### config.mk
export PLATFORM = sky130hd
export DESIGN_NAME = tcpu_ram
export DESIGN_NICKNAME = d
export VERILOG_FILES = /design/src/rtl/tcpu_ram.sv
export SDC_FILE = /design/constraint.sdc
export NUM_CORES = 1
export LEC_CHECK = 0
export ABC_AREA = 1
export BUFFER_PORTS_ARGS = -buffer_cell sky130_fd_sc_hd__buf_2
export CORE_ASPECT_RATIO = 1.25
export CORE_MARGIN = 3
export CORE_UTILIZATION = 43
export CTS_CLUSTER_DIAMETER = 120
export DETAILED_ROUTE_END_ITERATION = 10
export SLEW_MARGIN = 30
export SYNTH_ARGS = -nofsm -noshare
export SYNTH_HDL_FRONTEND = slang
export SYNTH_SLANG_ARGS = --single-unit
### constraint.sdc
create_clock -name clock -period 3 [get_ports clock]
set_input_delay 0.3 -clock clock [delete_from_list [all_inputs] [get_ports clock]]
set_output_delay 0.3 -clock clock [all_outputs]
set_load 0.05 [all_outputs]
### src/rtl/tcpu_ram.sv
// generic single write port, single registered read port ram
module tcpu_ram #(
   parameter int DEPTH = 8,
   parameter int WIDTH = 16
) (
   input  logic                                  clock,
   input  logic                                  wr_en,
   input  logic [((DEPTH > 1) ? $clog2(DEPTH) : 1)-1:0] wr_addr,
   input  logic [WIDTH-1:0]                      wr_data,
   input  logic                                  rd_en,
   input  logic [((DEPTH > 1) ? $clog2(DEPTH) : 1)-1:0] rd_addr,
   output logic [WIDTH-1:0]                      rd_data
);

   logic [WIDTH-1:0] mem_ff [DEPTH];
   logic [WIDTH-1:0] rd_data_ff;

   always_ff @(posedge clock) begin
      if (wr_en) begin
         mem_ff[wr_addr] <= wr_data;
      end
      if (rd_en) begin
         rd_data_ff <= mem_ff[rd_addr];
      end
   end

   assign rd_data = rd_data_ff;

endmodule

# After elaboration in Yosys (flattened, before gate mapping)
# Memories as Yosys holds them, arrays and structs flattened. A register that Yosys moved wholly into a read port is not among the register bits.
# Cells that the tools add are included.
[classes]
mux = 2
[ops]
columns = ["operator", "n"]
rows = [
  ["$mux W1", 2],
]
[word_totals]
regBits = 0
ram_bits = 128
in_bits = 25
output_inout_bits = 16
word_cells = 3
n_memories = 1
[mem_list]
columns = ["name", "words", "width", "rd", "rd_clocked_by_memory_dff", "write_ports", "line", "rtl"]
rows = [
  ["mem_ff", 8, 16, 1, 1, 1, "15", "logic [WIDTH-1:0] mem_ff [DEPTH];"],
]

# Longest topological paths before layout
[logic_depth]
depth_word = 2
mapped_depth = 7
mapped_depth_nobuf = 6

# Worst setup path before layout
# OpenSTA, ideal clock, no wires.
[synth_timing]
path_kind = "input to register"
from = "input wr_addr[0] (netlist name)"
to = "memory mem_ff[0][0] (enable)"
setup_time_ns = 0.388
arrival_ns = 1.135
required_ns = 2.612
slack_ns = 1.476
cell_stages = 3
path_buffers = 0
cell_sequence = "inv_1 > nand2_1 > nor2_1"
[synth_lines]
columns = ["item", "line", "rtl"]
rows = [
  ["start, declared", "8", "input logic [((DEPTH > 1) ? $clog2(DEPTH) : 1)-1:0] wr_addr,"],
  ["end, declared", "15", ""],
]
# No word-level cell before the write port.

# Worst setup path after layout
[layout_timing]
from = "register rd_data_ff[6] (netlist: rd_data[6]), read port of mem_ff"
to = "output rd_data[6]"
[layout_lines]
columns = ["item", "line", "rtl"]
rows = [
  ["start, declared", "16", "logic [WIDTH-1:0] rd_data_ff;"],
  ["end, declared", "12", "output logic [WIDTH-1:0] rd_data"],
]
# No word-level cell between the ends.

==> results by group <==
Run status
  – Status: complete, no violations

Layout
  – Fin cells: 823
  – Most frequent cells in the layout: nand2_1 (214), edfxtp_1 (144), inv_1 (133), nand3_1 (64), buf_2 (40)
  – Nets: between 600 and 700
  – Antenna diode count: 0
  – Most common cell after layout, fill and taps aside: nand2_1
  – Area Growth Syn to Fin: 14.5%
  – Ratio of cells with drive above 1 in the final layout: about an eighth
  – Fill cell count: roughly 1200

Floorplan
  – Die X-Extent: between 100 and 150 um
  – Total die area: 15800 um^2
  – Ports: 41
  – Die H: about 140 um
  – Initial Util: between 40 and 50%
  – Core Region: ~14000 um^2
  – Row count: between 40 and 50

Critical path
  – CP Class: flip-flop to output port
  – Critical Path RT: ~2700 ps
  – CP bufs+invs: 1
  – Slowest stage delay, CP: 410 ps
  – Setup crit end kind: output port
  – CP max-delay cell: edfxtp_1
  – R2R Setup Slk: 1970 ps
  – Crit start category: flip-flop
  – Largest fanout on the critical path: 1
  – Worst path top cell family by delay: flip-flops
  – Cell Chain, Critical Path: buf_2
  – Reg2Reg Depth: 6
  – WP data arrival: 1050 ps
  – CP Depth: 1

Hold path
  – Hold path cells: 1
  – Hold WC Path Type: input pin to flip-flop

Drt
  – Drt wl/cell: approximately 14 um
  – Detailed-route wire length: 11900 um
  – DRC violations left: 0
  – DR vias: ~3900
  – Vias/cell: 4.69
  – Drt first pass iters: 4
  – ANT nets after route: 0
  – Starting DRT DRC Count: about 160

Logic synthesis
  – Sequential fraction of the synthesis area: between 70% and 80%
  – Synth cell types: 9
  – Mean Syn Cell Area: ~10 um^2
  – Share of the synthesized area in the top cell type: 70.3%
  – Synth warnings: 0
  – Largest cells by area after synthesis: edfxtp_1 (70%), nand2_1 (13%), inv_1 (8.1%)
  – Synthesized Nets: just over 600
  – Register bit total from synthesis: around 140
  – Post-Syn Area: 6150 um^2
  – Post-synthesis cell count: between 500 and 600
  – Synth area leader: edfxtp_1

Flow run
  – Max Cap Viol: 0

Timing
  – Setup violators final: 0
  – Final period utilization: a little under half
  – Fmax achieved: between 0.7 and 0.8 GHz
  – Endpoints failing hold: 0
  – Setup TNS: 0 ps
  – Tmin final: 1350 ps
  – Slew Viols, Final: 0
  – Worst slew margin: 52.7%
  – Layout Skew: 5.82 ps
  – Worst-margin pin slew: roughly 710 ps
  – RSZ-0062 raised after global routing: false
  – Worst hold margin: between 100 and 150 ps

GRT
  – M1 GR Usage: a little under a fifth
  – Vias in the first global route: approximately 3700
  – Gr usage total: around 16%
  – Met3 Usage GRT: 5.26%
  – Largest net degree at the start of global routing: between 60 and 70
  – Grt total ovfl: 0
  – Initial antenna violation count: 1
  – First-pass GRT wire length: 18600 um
  – Met2 Usage GRT: a little over a quarter
  – Busiest grt layer: met2

CTS
  – Post CTS Setup Buffer Count: 0
  – CTS tree: yes
  – H-tree level count: 4
  – Num CTS Buffers: 17
  – Post-CTS sizing: 0
  – CTS sink cnt: ~140
  – # hold bufs at CTS: 0
  – Clock tree buffer depth: 2
  – Clock Latency Late Sink: roughly 410 ps
  – Clk slew on worst S/H paths: approximately 60 ps
  – CTS Root Cell: clkbuf_16

Place
  – PortBufs: 40
  – Hpwl dp: around 6600 um
  – Cell count after placement: about 790
  – Global placer's final weighted congestion: ~0.71

Power
  – Seq pwr share: 50.9%
  – Power share of the clock group: between 40% and 50%
  – Combinational Power Share: between 7 and 8%
  – Sw frac: 22.7%
  – Worst VDD drop: approximately 0.00029 V
  – Leak pwr: approximately 3.2 nW
  – Psw: approximately 1.0 mW
  – Power Dens Cells: 646 nW/um^2
  – Internal Pwr Total: about 3.5 mW
  – Final Total Pwr: 4.55 mW
power groups by stage:
| stage | Sequential, mW | Clock [mW] | Combinational, mW |
|---|---|---|---|
| after global routing | 2.32 | 2.02 | 0.361 |
| final | 2.32 | 1.91 | 0.323 |
| after floorplan | 2.42 | 0 | 0.167 |
| after CTS | 2.32 | 1.93 | 0.328 |
| after detailed placement | 2.36 | 0 | 0.326 |
| after global placement | 2.36 | 0 | 0.319 |
per-stage QoR:
stage / instance area, um^2 / setup WS [ps] / utilization, %
final: 7040 / 1650 / 50.5
after global routing: 7040 / 1600 / 50.5
after CTS: 7040 / 1630 / 50.5
after detailed placement: 6490 / 1310 / 46.6
after global placement: 6490 / 1340 / 46.6
after floorplan: 6150 / 1480 / -
state kept, by name (all words and copies together) (netlist names):
name / flops
rd_data: 16
mem_ff: 128
path summary, 6_finish.rpt:
check                              startpoint           end
worst min-delay path               wr_data[3]  mem_ff[4][3]
worst max-delay path               rd_data[6]    rd_data[6]
worst max register to register   mem_ff[3][9]    rd_data[9]
worst min register to register  mem_ff[0][15]   rd_data[15]
Yosys cell counts:
| cell | n |
|---|---|
| inv_2 | 1 |
| inv_1 | 133 |
| buf_6 | 7 |
| buf_2 | 12 |
| nand3_1 | 64 |
| nand2_1 | 214 |
| buf_4 | 4 |
| edfxtp_1 | 144 |
| nor2_1 | 8 |
cell type report:
class	count	area [um^2]	share of cell area [%]
flip-flops and latches	144	4320	61.4
multi-input cells	286	1150	16.4
inverters	134	503	7.15
clock buffers	18	429	6.10
repair buffers	52	290	4.12
well taps	175	219	3.11
clock inverters	14	120	1.71
metal layers:
layer | share of wire, % | wire [um] | vias up
met2 | 50 | 5970 | 101
li1 | - | - | 1928
met1 | 42 | 4940 | 1802
met5 | 0.059 | 7 | -
met4 | 2.8 | 333 | 2
met3 | 5.3 | 629 | 27
kinds of logic (layout without fill, tap and decap cells):
kind of cell,after synthesis,after routing,share of synthesized area [%]
and+or+nand+nor,286,286,18.8
buffers and inverters,157,218,10.9
DFF,144,144,70.3
Note: power is estimated with default switching activity, not from simulation.
