===== src/rtl/tcpu_pkg.sv =====
// shared types and constants of the tiny cpu execute unit
package tcpu_pkg;

   localparam int DATA_W    = 16;
   localparam int REG_COUNT = 8;
   localparam int REG_IDX_W = 3;
   localparam int IMM_W     = 8;
   localparam int TARGET_W  = 12;
   localparam int SHAMT_W   = 4;
   // data memory depth, a power of two so the address is the low bits of a register
   localparam int MEM_WORDS  = 4096;
   localparam int MEM_ADDR_W = $clog2(MEM_WORDS);

   // instruction format in bits 1:0
   typedef enum logic [1:0] {
      FMT_ALU_REG = 2'd0,
      FMT_ALU_IMM = 2'd1,
      FMT_JUMP    = 2'd2,
      FMT_MEM     = 2'd3
   } fmt_type;

   // alu select in bits 4:2
   typedef enum logic [2:0] {
      ALU_ADD = 3'd0,
      ALU_SUB = 3'd1,
      ALU_AND = 3'd2,
      ALU_OR  = 3'd3,
      ALU_XOR = 3'd4,
      ALU_SHL = 3'd5,
      ALU_SHR = 3'd6,
      ALU_CMP = 3'd7
   } alu_op_type;

   // compare outcomes
   localparam logic [DATA_W-1:0] CMP_EQ = DATA_W'(0);
   localparam logic [DATA_W-1:0] CMP_GT = DATA_W'(1);
   localparam logic [DATA_W-1:0] CMP_LT = DATA_W'(2);

   // register file write port
   typedef struct packed {
      logic                 en;
      logic [REG_IDX_W-1:0] idx;
      logic [DATA_W-1:0]    data;
   } rf_write_type;

endpackage


===== src/rtl/tcpu_ram.sv =====
// generic single write port, single registered read port ram
module tcpu_ram #(
   parameter int DEPTH = 8,
   parameter int WIDTH = 16
) (
   input  logic                                  clock,
   input  logic                                  wr_en,
   input  logic [((DEPTH > 1) ? $clog2(DEPTH) : 1)-1:0] wr_addr,
   input  logic [WIDTH-1:0]                      wr_data,
   input  logic                                  rd_en,
   input  logic [((DEPTH > 1) ? $clog2(DEPTH) : 1)-1:0] rd_addr,
   output logic [WIDTH-1:0]                      rd_data
);

   logic [WIDTH-1:0] mem_ff [DEPTH];
   logic [WIDTH-1:0] rd_data_ff;

   always_ff @(posedge clock) begin
      if (wr_en) begin
         mem_ff[wr_addr] <= wr_data;
      end
      if (rd_en) begin
         rd_data_ff <= mem_ff[rd_addr];
      end
   end

   assign rd_data = rd_data_ff;

endmodule


===== src/rtl/tcpu_regfile.sv =====
// eight-entry register file, two registered read ports, zero until written
module tcpu_regfile (
   input  logic                                 clock,
   input  logic                                 reset,
   input  tcpu_pkg::rf_write_type               wr,
   input  logic                                 rd_en,
   input  logic [tcpu_pkg::REG_IDX_W-1:0]       rd_idx_x,
   input  logic [tcpu_pkg::REG_IDX_W-1:0]       rd_idx_y,
   output logic [tcpu_pkg::DATA_W-1:0]          rd_data_x,
   output logic [tcpu_pkg::DATA_W-1:0]          rd_data_y
);

   logic [tcpu_pkg::REG_COUNT-1:0] valid_ff, valid_in;
   logic                           vx_ff, vx_in;
   logic                           vy_ff, vy_in;
   logic [tcpu_pkg::DATA_W-1:0]    ram_x, ram_y;

   always_comb begin
      valid_in = valid_ff;
      if (wr.en) begin
         valid_in[wr.idx] = 1'b1;
      end
      vx_in = rd_en ? valid_ff[rd_idx_x] : vx_ff;
      vy_in = rd_en ? valid_ff[rd_idx_y] : vy_ff;
   end

   always_ff @(posedge clock) begin
      if (reset) begin
         valid_ff <= '0;
         vx_ff    <= 1'b0;
         vy_ff    <= 1'b0;
      end else begin
         valid_ff <= valid_in;
         vx_ff    <= vx_in;
         vy_ff    <= vy_in;
      end
   end

   // one copy per read port, both written alike
   tcpu_ram #(.DEPTH(tcpu_pkg::REG_COUNT), .WIDTH(tcpu_pkg::DATA_W)) u_bank_x (
      .clock   (clock),
      .wr_en   (wr.en),
      .wr_addr (wr.idx),
      .wr_data (wr.data),
      .rd_en   (rd_en),
      .rd_addr (rd_idx_x),
      .rd_data (ram_x)
   );

   tcpu_ram #(.DEPTH(tcpu_pkg::REG_COUNT), .WIDTH(tcpu_pkg::DATA_W)) u_bank_y (
      .clock   (clock),
      .wr_en   (wr.en),
      .wr_addr (wr.idx),
      .wr_data (wr.data),
      .rd_en   (rd_en),
      .rd_addr (rd_idx_y),
      .rd_data (ram_y)
   );

   assign rd_data_x = vx_ff ? ram_x : '0;
   assign rd_data_y = vy_ff ? ram_y : '0;

endmodule


===== config.mk =====
export PLATFORM = sky130hd
export DESIGN_NAME = tcpu_regfile
export DESIGN_NICKNAME = d
export VERILOG_FILES = /design/src/rtl/tcpu_pkg.sv /design/src/rtl/tcpu_ram.sv /design/src/rtl/tcpu_regfile.sv
export SDC_FILE = /design/constraint.sdc
export NUM_CORES = 1
export LEC_CHECK = 0
export ABC_AREA = 0
export ABC_CLOCK_PERIOD_IN_PS = 2800
export BUFFER_PORTS_ARGS = -buffer_cell sky130_fd_sc_hd__buf_2
export CAP_MARGIN = 10
export CORE_MARGIN = 2
export CORE_UTILIZATION = 54
export DETAILED_ROUTE_END_ITERATION = 6
export GPL_TIMING_DRIVEN = 0
export PLACE_DENSITY = 0.76
export SYNTH_ARGS = -nofsm -noshare
export SYNTH_HDL_FRONTEND = slang
export SYNTH_SLANG_ARGS = --single-unit

===== constraint.sdc =====
create_clock -name clock -period 2.8 [get_ports clock]
set_input_delay 0.42 -clock clock [delete_from_list [all_inputs] [get_ports clock]]
set_output_delay 0.42 -clock clock [all_outputs]
set_load 0.05 [all_outputs]

Word-level counts from Yosys, hierarchy flattened
Memories as Yosys holds them, arrays and structs flattened. A register that Yosys moved wholly into a read port is not among the register bits.
Cells that the tools add are included.
Widths: inputs -> output; s select.

cells by class
  add/sub/neg operators = 0
  magnitude comparators = 4
  mux-type cells = 10
  div/mod/pow operators = 0
  bitwise gates (word level) = 1
  eq/ne operators = 0
  reductions and logical operators = 1
  shift-type cells = 0
  multiply operators = 0

operator list
  operator            count
  $mux 16             2
  $lt 3x4->1 const B  3
  $or 8x8->8          1
  $bmux 1 s3          2
  $mux 1              5
  $demux 1 s3         1
  $ge 3x1->1 const B  1
  $logic_and 1x1->1   1

word-level totals
  latch bits = 0
  memories = 2
  bits in registers = 10
  output and inout port bits = 32
  memory bits (writable) = 256
  ROM bits = 0

memory list
  name             words  bits a word  read ports  clocked after memory_dff  write ports  RTL line        source
  u_bank_x.mem_ff  8      16           1           1                         1            tcpu_ram.sv:15  logic [WIDTH-1:0] mem_ff [DEPTH];
  u_bank_y.mem_ff  8      16           1           1                         1            tcpu_ram.sv:15

Logic depth before layout (Yosys ltp)
Gate-level depths: netlist of run 1.

  depth in word-level cells = 5
  depth in mapped cells = 4
  mapped depth without buffers = 3

By module
Synthesis of run 1 repeated with hierarchy kept, for this count alone.

unflattened totals
  cell total of the unflattened synthesis = 509
  area, all modules = 11591.1 um2

modules (own cells, without submodules)
  module        area an instance (um2)  times used  cells each
  tcpu_ram      5454.0                  2           214
  tcpu_regfile  683.2                   1           81

Worst setup path after synthesis of run 1
OpenSTA, ideal clock, no wires.

  kind = input -> register
  start = in wr[18] (netlist name)
  end = mem u_bank_y.mem_ff[0][0] (enable)
  path buffers = 0
  path slack = 0.076 ns
  data arrival time = 2.283 ns
  stages = 1
  cell sequence = nor4b_1

RTL lines
  item                RTL line           source
  start: declaration  tcpu_regfile.sv:5  input tcpu_pkg::rf_write_type wr,
  end: declaration    tcpu_ram.sv:15

No word-level cell before the write port.

Worst setup path in the final report of run 1
  start = reg vx_ff
  end = out rd_data_x[8] (netlist name)

between the ends
  longest elaborated chain between the ends = 1

ends and longest elaborated chain
  item                      RTL line            source
  start: declaration        tcpu_regfile.sv:14  logic vx_ff, vx_in;
  start signal: assignment  tcpu_regfile.sv:34  vx_ff <= vx_in;
  $mux 16                   tcpu_regfile.sv:60  assign rd_data_x = vx_ff ? ram_x : '0;
  end: declaration          tcpu_regfile.sv:9   output logic [tcpu_pkg::DATA_W-1:0] rd_data_x,

No other way between the ends.

==> flow_summary.json, run 1 <==
{
  "status": "complete, no violations",
  "postCtsSetupBuffers": 0,
  "diodes": 0,
  "min_path_type": "input port to register",
  "ir_drop_mv": 0.5062,
  "holdPathStages": 1,
  "period_minus_slack_ns": 2.281,
  "core_region_area_um2": 13880,
  "power_uw": 5600,
  "reg2reg_depth": 2,
  "synthMuxAreaShare_pct": 28.20,
  "max_cap_violations": 0,
  "swShare_pct": 21.35,
  "avgSynthCellArea_um2": 21.46,
  "final_area_um2": 8861,
  "clock_latency_ns": 0.42,
  "p_clk_share_pct": 38.7,
  "cp-end-kind": "primary output",
  "rsz0062_at_grt": "false",
  "ys_top_cells_by_area": "edfxtp_1 (63%), mux4_1 (22%), mux2_2 (4.7%)",
  "synth-seq-cells": 170,
  "drive_gt1_share_pct": 31.04,
  "yosys_warnings": 0,
  "grt_overflow": 0,
  "cts_made_buffers": 17,
  "globalplace.congestion": 0.7464,
  "cts.sinks": 170,
  "hold_viol_final": 0,
  "synth.distinct_cells": 20,
  "antenna_found_initial": 0,
  "htree_levels": 4,
  "clockBufferDepth": 2,
  "placedCellCount": 600,
  "powerDensity_nw_per_um2": 631.9,
  "grtUsageTotal_pct": 22.68,
  "synth.most_common_cell": "edfxtp_1",
  "drt-total-wl_um": 15910,
  "grt_pass1_vias": 4022,
  "switchingPower_uw": 1196,
  "vias": 3935,
  "crit_fanout": 10,
  "io_buffers": 53,
  "clkTransAtPathRegs_ns": 0.06,
  "grt_start_max_net_pins": 37,
  "postCtsHoldBufs": 0,
  "rows": 43,
  "cts_resized": 0,
  "drtIter0Drc": 366,
  "wl_per_cell_um": 25.21,
  "netlist_area_um2": 7684,
  "holdWs_ns": 0.2648,
  "seqPwrFrac_pct": 52.6,
  "dr.pass1.iters": 4,
  "die_h_um": 123.3,
  "crit_required_ns": 2.38,
  "ant_nets": 0,
  "synthFlopType": "edfxtp_1",
  "hpwl_um": 10530,
  "finClkSkew_ns": 0.007675,
  "drc_errors": 0,
  "yosysTopAreaCellShare_pct": 62.53,
  "synth_compound_area_share_pct": 0.5862,
  "synth_top_family_by_area": "multiplexers",
  "fin_cells": 631,
  "fmax_mhz": 438.3,
  "clockRootBuffer": "clkbuf_16",
  "leakage_uw": 0.003224,
  "initial_core_util_pct": 55.35,
  "yosys.area_share.simple_pct": 4.136,
  "cp_data_arrival_time_ns": 1.86,
  "seq_area_frac_synth_pct": 65.14,
  "synthCells": 358,
  "area_delta_synth_final_pct": 15.32,
  "ios": 61,
  "die-area_um2": 15200,
  "tightest_slew_ns": 1.074,
  "netlist_top_cells_count": "edfxtp_1 (160), mux4_1 (64), and2_1 (32), mux2_2 (32), nor2_1 (13)",
  "async_reset_ff_share_pct": 0,
  "yosys.area_share.xor_xnor_pct": 0,
  "fin_nets": 468,
  "final_max_slew_viol_count": 0,
  "cts_tree": "yes",
  "slew_headroom_pct": 28.32,
  "synth_edf_count": 160,
  "setup.worst_path.start_class": "register",
  "setup_violations": 0,
  "grt_pass1_wl_um": 23650,
  "crit_type": "register to primary output",
  "internal_power_uw": 4404,
  "min_period_over_period_pct": 81.48,
  "synth_fa_ha_area_share_pct": 0,
  "synth_top_area_cell": "edfxtp_1",
  "vias_per_cell": 6.236,
  "syn_nets": 387,
  "dpl-instance-area_um2": 8320,
  "combPwrFrac_pct": 8.7,
  "die_w_um": 123.3
}
==> power by group through the flow <==
stage               sequential [uW]  combinational, uW  clock, uW
floorplan                      2980                329          0
global placement               2990                460          0
CTS                            2940                490       2210
detailed placement             3000                487          0
finish                         2940                487       2170
global route                   2950                516       2320
==> final timing paths <==
path,from,slack (ns),to
max reg2reg,u_bank_y.mem_ff[5][12],1.34,u_bank_y.rd_data[12]
min reg2reg,valid_ff[2],0.50,valid_ff[2]
min,wr[15],0.26,u_bank_y.mem_ff[0][15]
max,vx_ff,0.52,rd_data_x[8]
==> routing by layer <==
metal,wire length [um],GRT usage (%)
met5,0,0
met4,188,7.599
met3,836,4.843
met2,8502,38.84
met1,6383,29.05
==> cell families after synthesis <==
logic type / count (synthesis)
AO/OA/AOI/OAI: 5
buffers and inverters: 23
flip-flops: 170
multiplexers: 106
AND/OR/NAND/NOR: 54
==> worst max-delay path: stages, from the launching register on <==
cell and delay (ns):
dfxtp_1 0.56, clkbuf_1 0.41, and2_1 0.20, buf_2 0.26
==> metrics by stage <==
stage,util (%),setup slack [ns],setup TNS [ns]
floorplan,-,0.07635,0
global placement,58.89,-1.872,-111.86
detailed placement,59.94,0.4772,0
CTS,63.84,0.4571,0
global route,63.84,0.3927,0
finish,63.84,0.5186,0
==> cells in the final DEF (no fill, tap or decap) <==
cell,n
edfxtp_1,160
mux4_1,64
buf_2,55
mux2_2,32
and2_1,32
clkbuf_16,17
buf_6,14
clkbuf_1,14
nor2_1,12
dfxtp_1,10
mux2i_1,8
clkinv_2,5
clkinv_1,4
o21ba_2,3
nor4bb_4,2
and4b_1,2
nand2_1,2
mux4_2,2
a211oi_1,2
bufinv_16,2
buf_4,2
buf_1,1
nor4b_2,1
nor3_2,1
nor3b_2,1
nor2_2,1
clkinvlp_4,1
buf_8,1
==> registers in the layout, indices dropped and copies added (netlist names) <==
signal / flops
vy_ff: 1
u_bank_x.rd_data: 16
valid_ff: 8
u_bank_y.mem_ff: 112
vx_ff: 1
u_bank_y.rd_data: 16
u_bank_x.mem_ff: 16
==> area by class of cell <==
| cell class | count | area, um^2 |
|---|---|---|
| Fill cell | 934 | 5020 |
| Timing Repair Buffer | 62 | 362.8 |
| Clock inverter | 12 | 107.6 |
| Tap cell | 180 | 225.2 |
| Sequential cell | 170 | 5005 |
| Buffer | 23 | 148.9 |
| Clock buffer | 19 | 432.9 |
| Multi-Input combinational cell | 165 | 2579 |
Note: power is estimated with default switching activity, not from simulation.
==> inputs of run 2 (changes only) <==
--- a/config.mk
+++ b/config.mk
@@ -6,7 +6,7 @@
 export NUM_CORES = 1
 export LEC_CHECK = 0
 export ABC_AREA = 0
-export ABC_CLOCK_PERIOD_IN_PS = 2800
+export ABC_CLOCK_PERIOD_IN_PS = 1990
 export BUFFER_PORTS_ARGS = -buffer_cell sky130_fd_sc_hd__buf_2
 export CAP_MARGIN = 10
 export CORE_MARGIN = 2
==> constraint.sdc (replaced) <==
create_clock -name clock -period 1.99 [get_ports clock]
set_input_delay 0.2985 -clock clock [delete_from_list [all_inputs] [get_ports clock]]
set_output_delay 0.2985 -clock clock [all_outputs]
set_load 0.05 [all_outputs]
==> run 2 against run 1 <==
  * Sequential power grew 41%
  * Via count shrank 0.28%
  * Combinational power grew 42%
  * Flip-flop and latch count is the same
  * Sequential share of layout area shrank 0.48 points
  * Clock skew shrank 0.0027 ns
  * Die area is the same
  * Largest power group unchanged
  * Critical path type unchanged
  * Final area grew 0.90%
  * Setup slack lost 0.35 ns
  * Power grew 44%
==> flow_summary.json, run 2 (synthesis results as in run 1) <==
{
  "status": "complete, no violations",
  "crit_path_top_delay_cell": "dfxtp_2",
  "die_w_um": 123.3,
  "fin_nets": 467,
  "cts_made_buffers": 17,
  "layout_common_cells": "edfxtp_1 (160), mux4_1 (64), buf_2 (55), mux2_2 (32), and2_1 (32)",
  "cts.sinks": 170,
  "grtUsageTotal_pct": 22.35,
  "slew_headroom_pct": 31.54,
  "largest_reg_flops": 112,
  "period_minus_slack_ns": 1.817,
  "largest_register": "u_bank_y.mem_ff",
  "reg2reg_from": "u_bank_y.mem_ff[1][2]",
  "die-area_um2": 15200,
  "slowest_delay_ns": 0.42,
  "fill_cells": 975,
  "rsz0062_at_grt": "false",
  "crit_fanout": 10,
  "final_common_cell": "edfxtp_1",
  "leakage_uw": 0.003260,
  "hold_viol_final": 0,
  "grt_start_max_net_pins": 37,
  "cts_tree": "yes",
  "clockBufferDepth": 2,
  "initial_core_util_pct": 55.35,
  "core_region_area_um2": 13880,
  "drtIter0Drc": 286,
  "reg2reg_depth": 2,
  "critical_path_buf_inv_count": 2,
  "ios": 61,
  "clkTransAtPathRegs_ns": 0.06,
  "globalplace.congestion": 0.7841,
  "die_h_um": 123.3,
  "vias_per_cell": 6.219,
  "min-delay-start": "wr[5]",
  "cp-end-kind": "primary output",
  "postCtsSetupBuffers": 0,
  "cp_data_arrival_time_ns": 1.52,
  "path_cells": "clkbuf_4 -> and2_1 -> buf_2",
  "holdPathStages": 1,
  "regArea_um2": 5007,
  "setup_violations": 0,
  "grt_pass1_wl_um": 23520,
  "powerDensity_nw_per_um2": 903.4,
  "hold_end": "u_bank_y.mem_ff[7][5]",
  "area_delta_synth_final_pct": 16.37,
  "diodes": 0,
  "min_path_type": "input port to register",
  "max_cap_violations": 0,
  "grt_pass1_vias": 4065,
  "crit_type": "register to primary output",
  "dp_slack_ns": -0.2544,
  "hpwl_um": 10510,
  "antenna_found_initial": 0,
  "vias": 3924,
  "cp_top_family": "buffers and inverters",
  "tightest_slew_ns": 1.026,
  "setup.worst_path.start_class": "register",
  "grt_overflow": 0,
  "ant_nets": 0,
  "drc_errors": 0,
  "ir_drop_mv": 0.5096,
  "drive_gt1_share_pct": 32.15,
  "regToRegSetupSlack_ns": 0.51,
  "io_buffers": 53,
  "dr.pass1.iters": 5,
  "crit_start": "vy_ff",
  "crit_required_ns": 1.69,
  "htree_levels": 4,
  "clock_latency_ns": 0.42,
  "multi_input_area_um2": 2594,
  "holdWs_ns": 0.1373,
  "finClkSkew_ns": 0.005013,
  "worst_slack_ns": 0.1727,
  "min_period_over_period_pct": 91.32,
  "rows": 43,
  "final_max_slew_viol_count": 0,
  "wl_per_cell_um": 25.13,
  "clockRootBuffer": "clkbuf_16",
  "fmax_mhz": 550.3,
  "drt-total-wl_um": 15860,
  "timing.rr.end": "u_bank_x.rd_data[2]"
}
run 2: changes by cell type in the layout (fill, tap and decap cells not counted), sizes merged:
cell,before,now
buf,73,72
inv,0,1
clkbuf,31,30
bufinv,2,3
run 2: power by group:
part | switching (uW) | total [uW] | internal, uW | leakage [uW]
combinational | 380 | 690 | 310 | 0.00142
clock | 1300 | 3250 | 1950 | 0.000284
sequential | 54.6 | 4140 | 4080 | 0.00156
total | 1730 | 8080 | 6350 | 0.00326
run 2: how the worst max path moves through the flow:
stage	slack [ns]	endpoint	cells after the start
after floorplan	0.04	u_bank_x.mem_ff[4][0]	2
after global placement	-1.24	u_bank_x.mem_ff[4][13]	3
after detailed placement	-0.25	u_bank_x.rd_data[14]	4
after CTS	0.03	rd_data_x[12]	3
after global routing	0.10	rd_data_y[5]	3
final	0.17	rd_data_y[5]	3
run 2: timing repair:
item | 4_1_cts | 5_1_grt
setup endpoints to repair | 20 | 9
gates resized for setup | 5 | 1
cloned | 0 | 0
hold buffers | 0 | 0
pin swaps | 0 | 0
run 2: area by class of cell:
class	instances	area share, %
sequential	170	56.00
multi-input combinational	165	29.01
clock buffer	18	4.800
tap	180	2.519
timing repair buffer	61	4.198
clock inverter	14	1.721
buffer	23	1.749
run 2: through the flow:
step / cells / util [%] / power [uW] / TNS, ns / cell area, um^2
after floorplan: 358 / - / 4653 / 0 / 7707
after global placement: 591 / 59.06 / 4852 / -89.77 / 8198
after detailed placement: 599 / 60.14 / 4908 / -5.264 / 8348
after CTS: 631 / 64.40 / 8118 / 0 / 8940
after global routing: 631 / 64.41 / 8319 / 0 / 8941
final: 631 / 64.41 / 8078 / 0 / 8941
run 2: per-layer routing:
layer | wire length, um | vias to the layer above | GRT usage (%)
met3 | 688 | 20 | 4.244
met2 | 8703 | 119 | 40.49
met5 | 0 | - | 0
met4 | 232 | 0 | 6.250
li1 | - | 1715 | -
met1 | 6234 | 2070 | 27.45
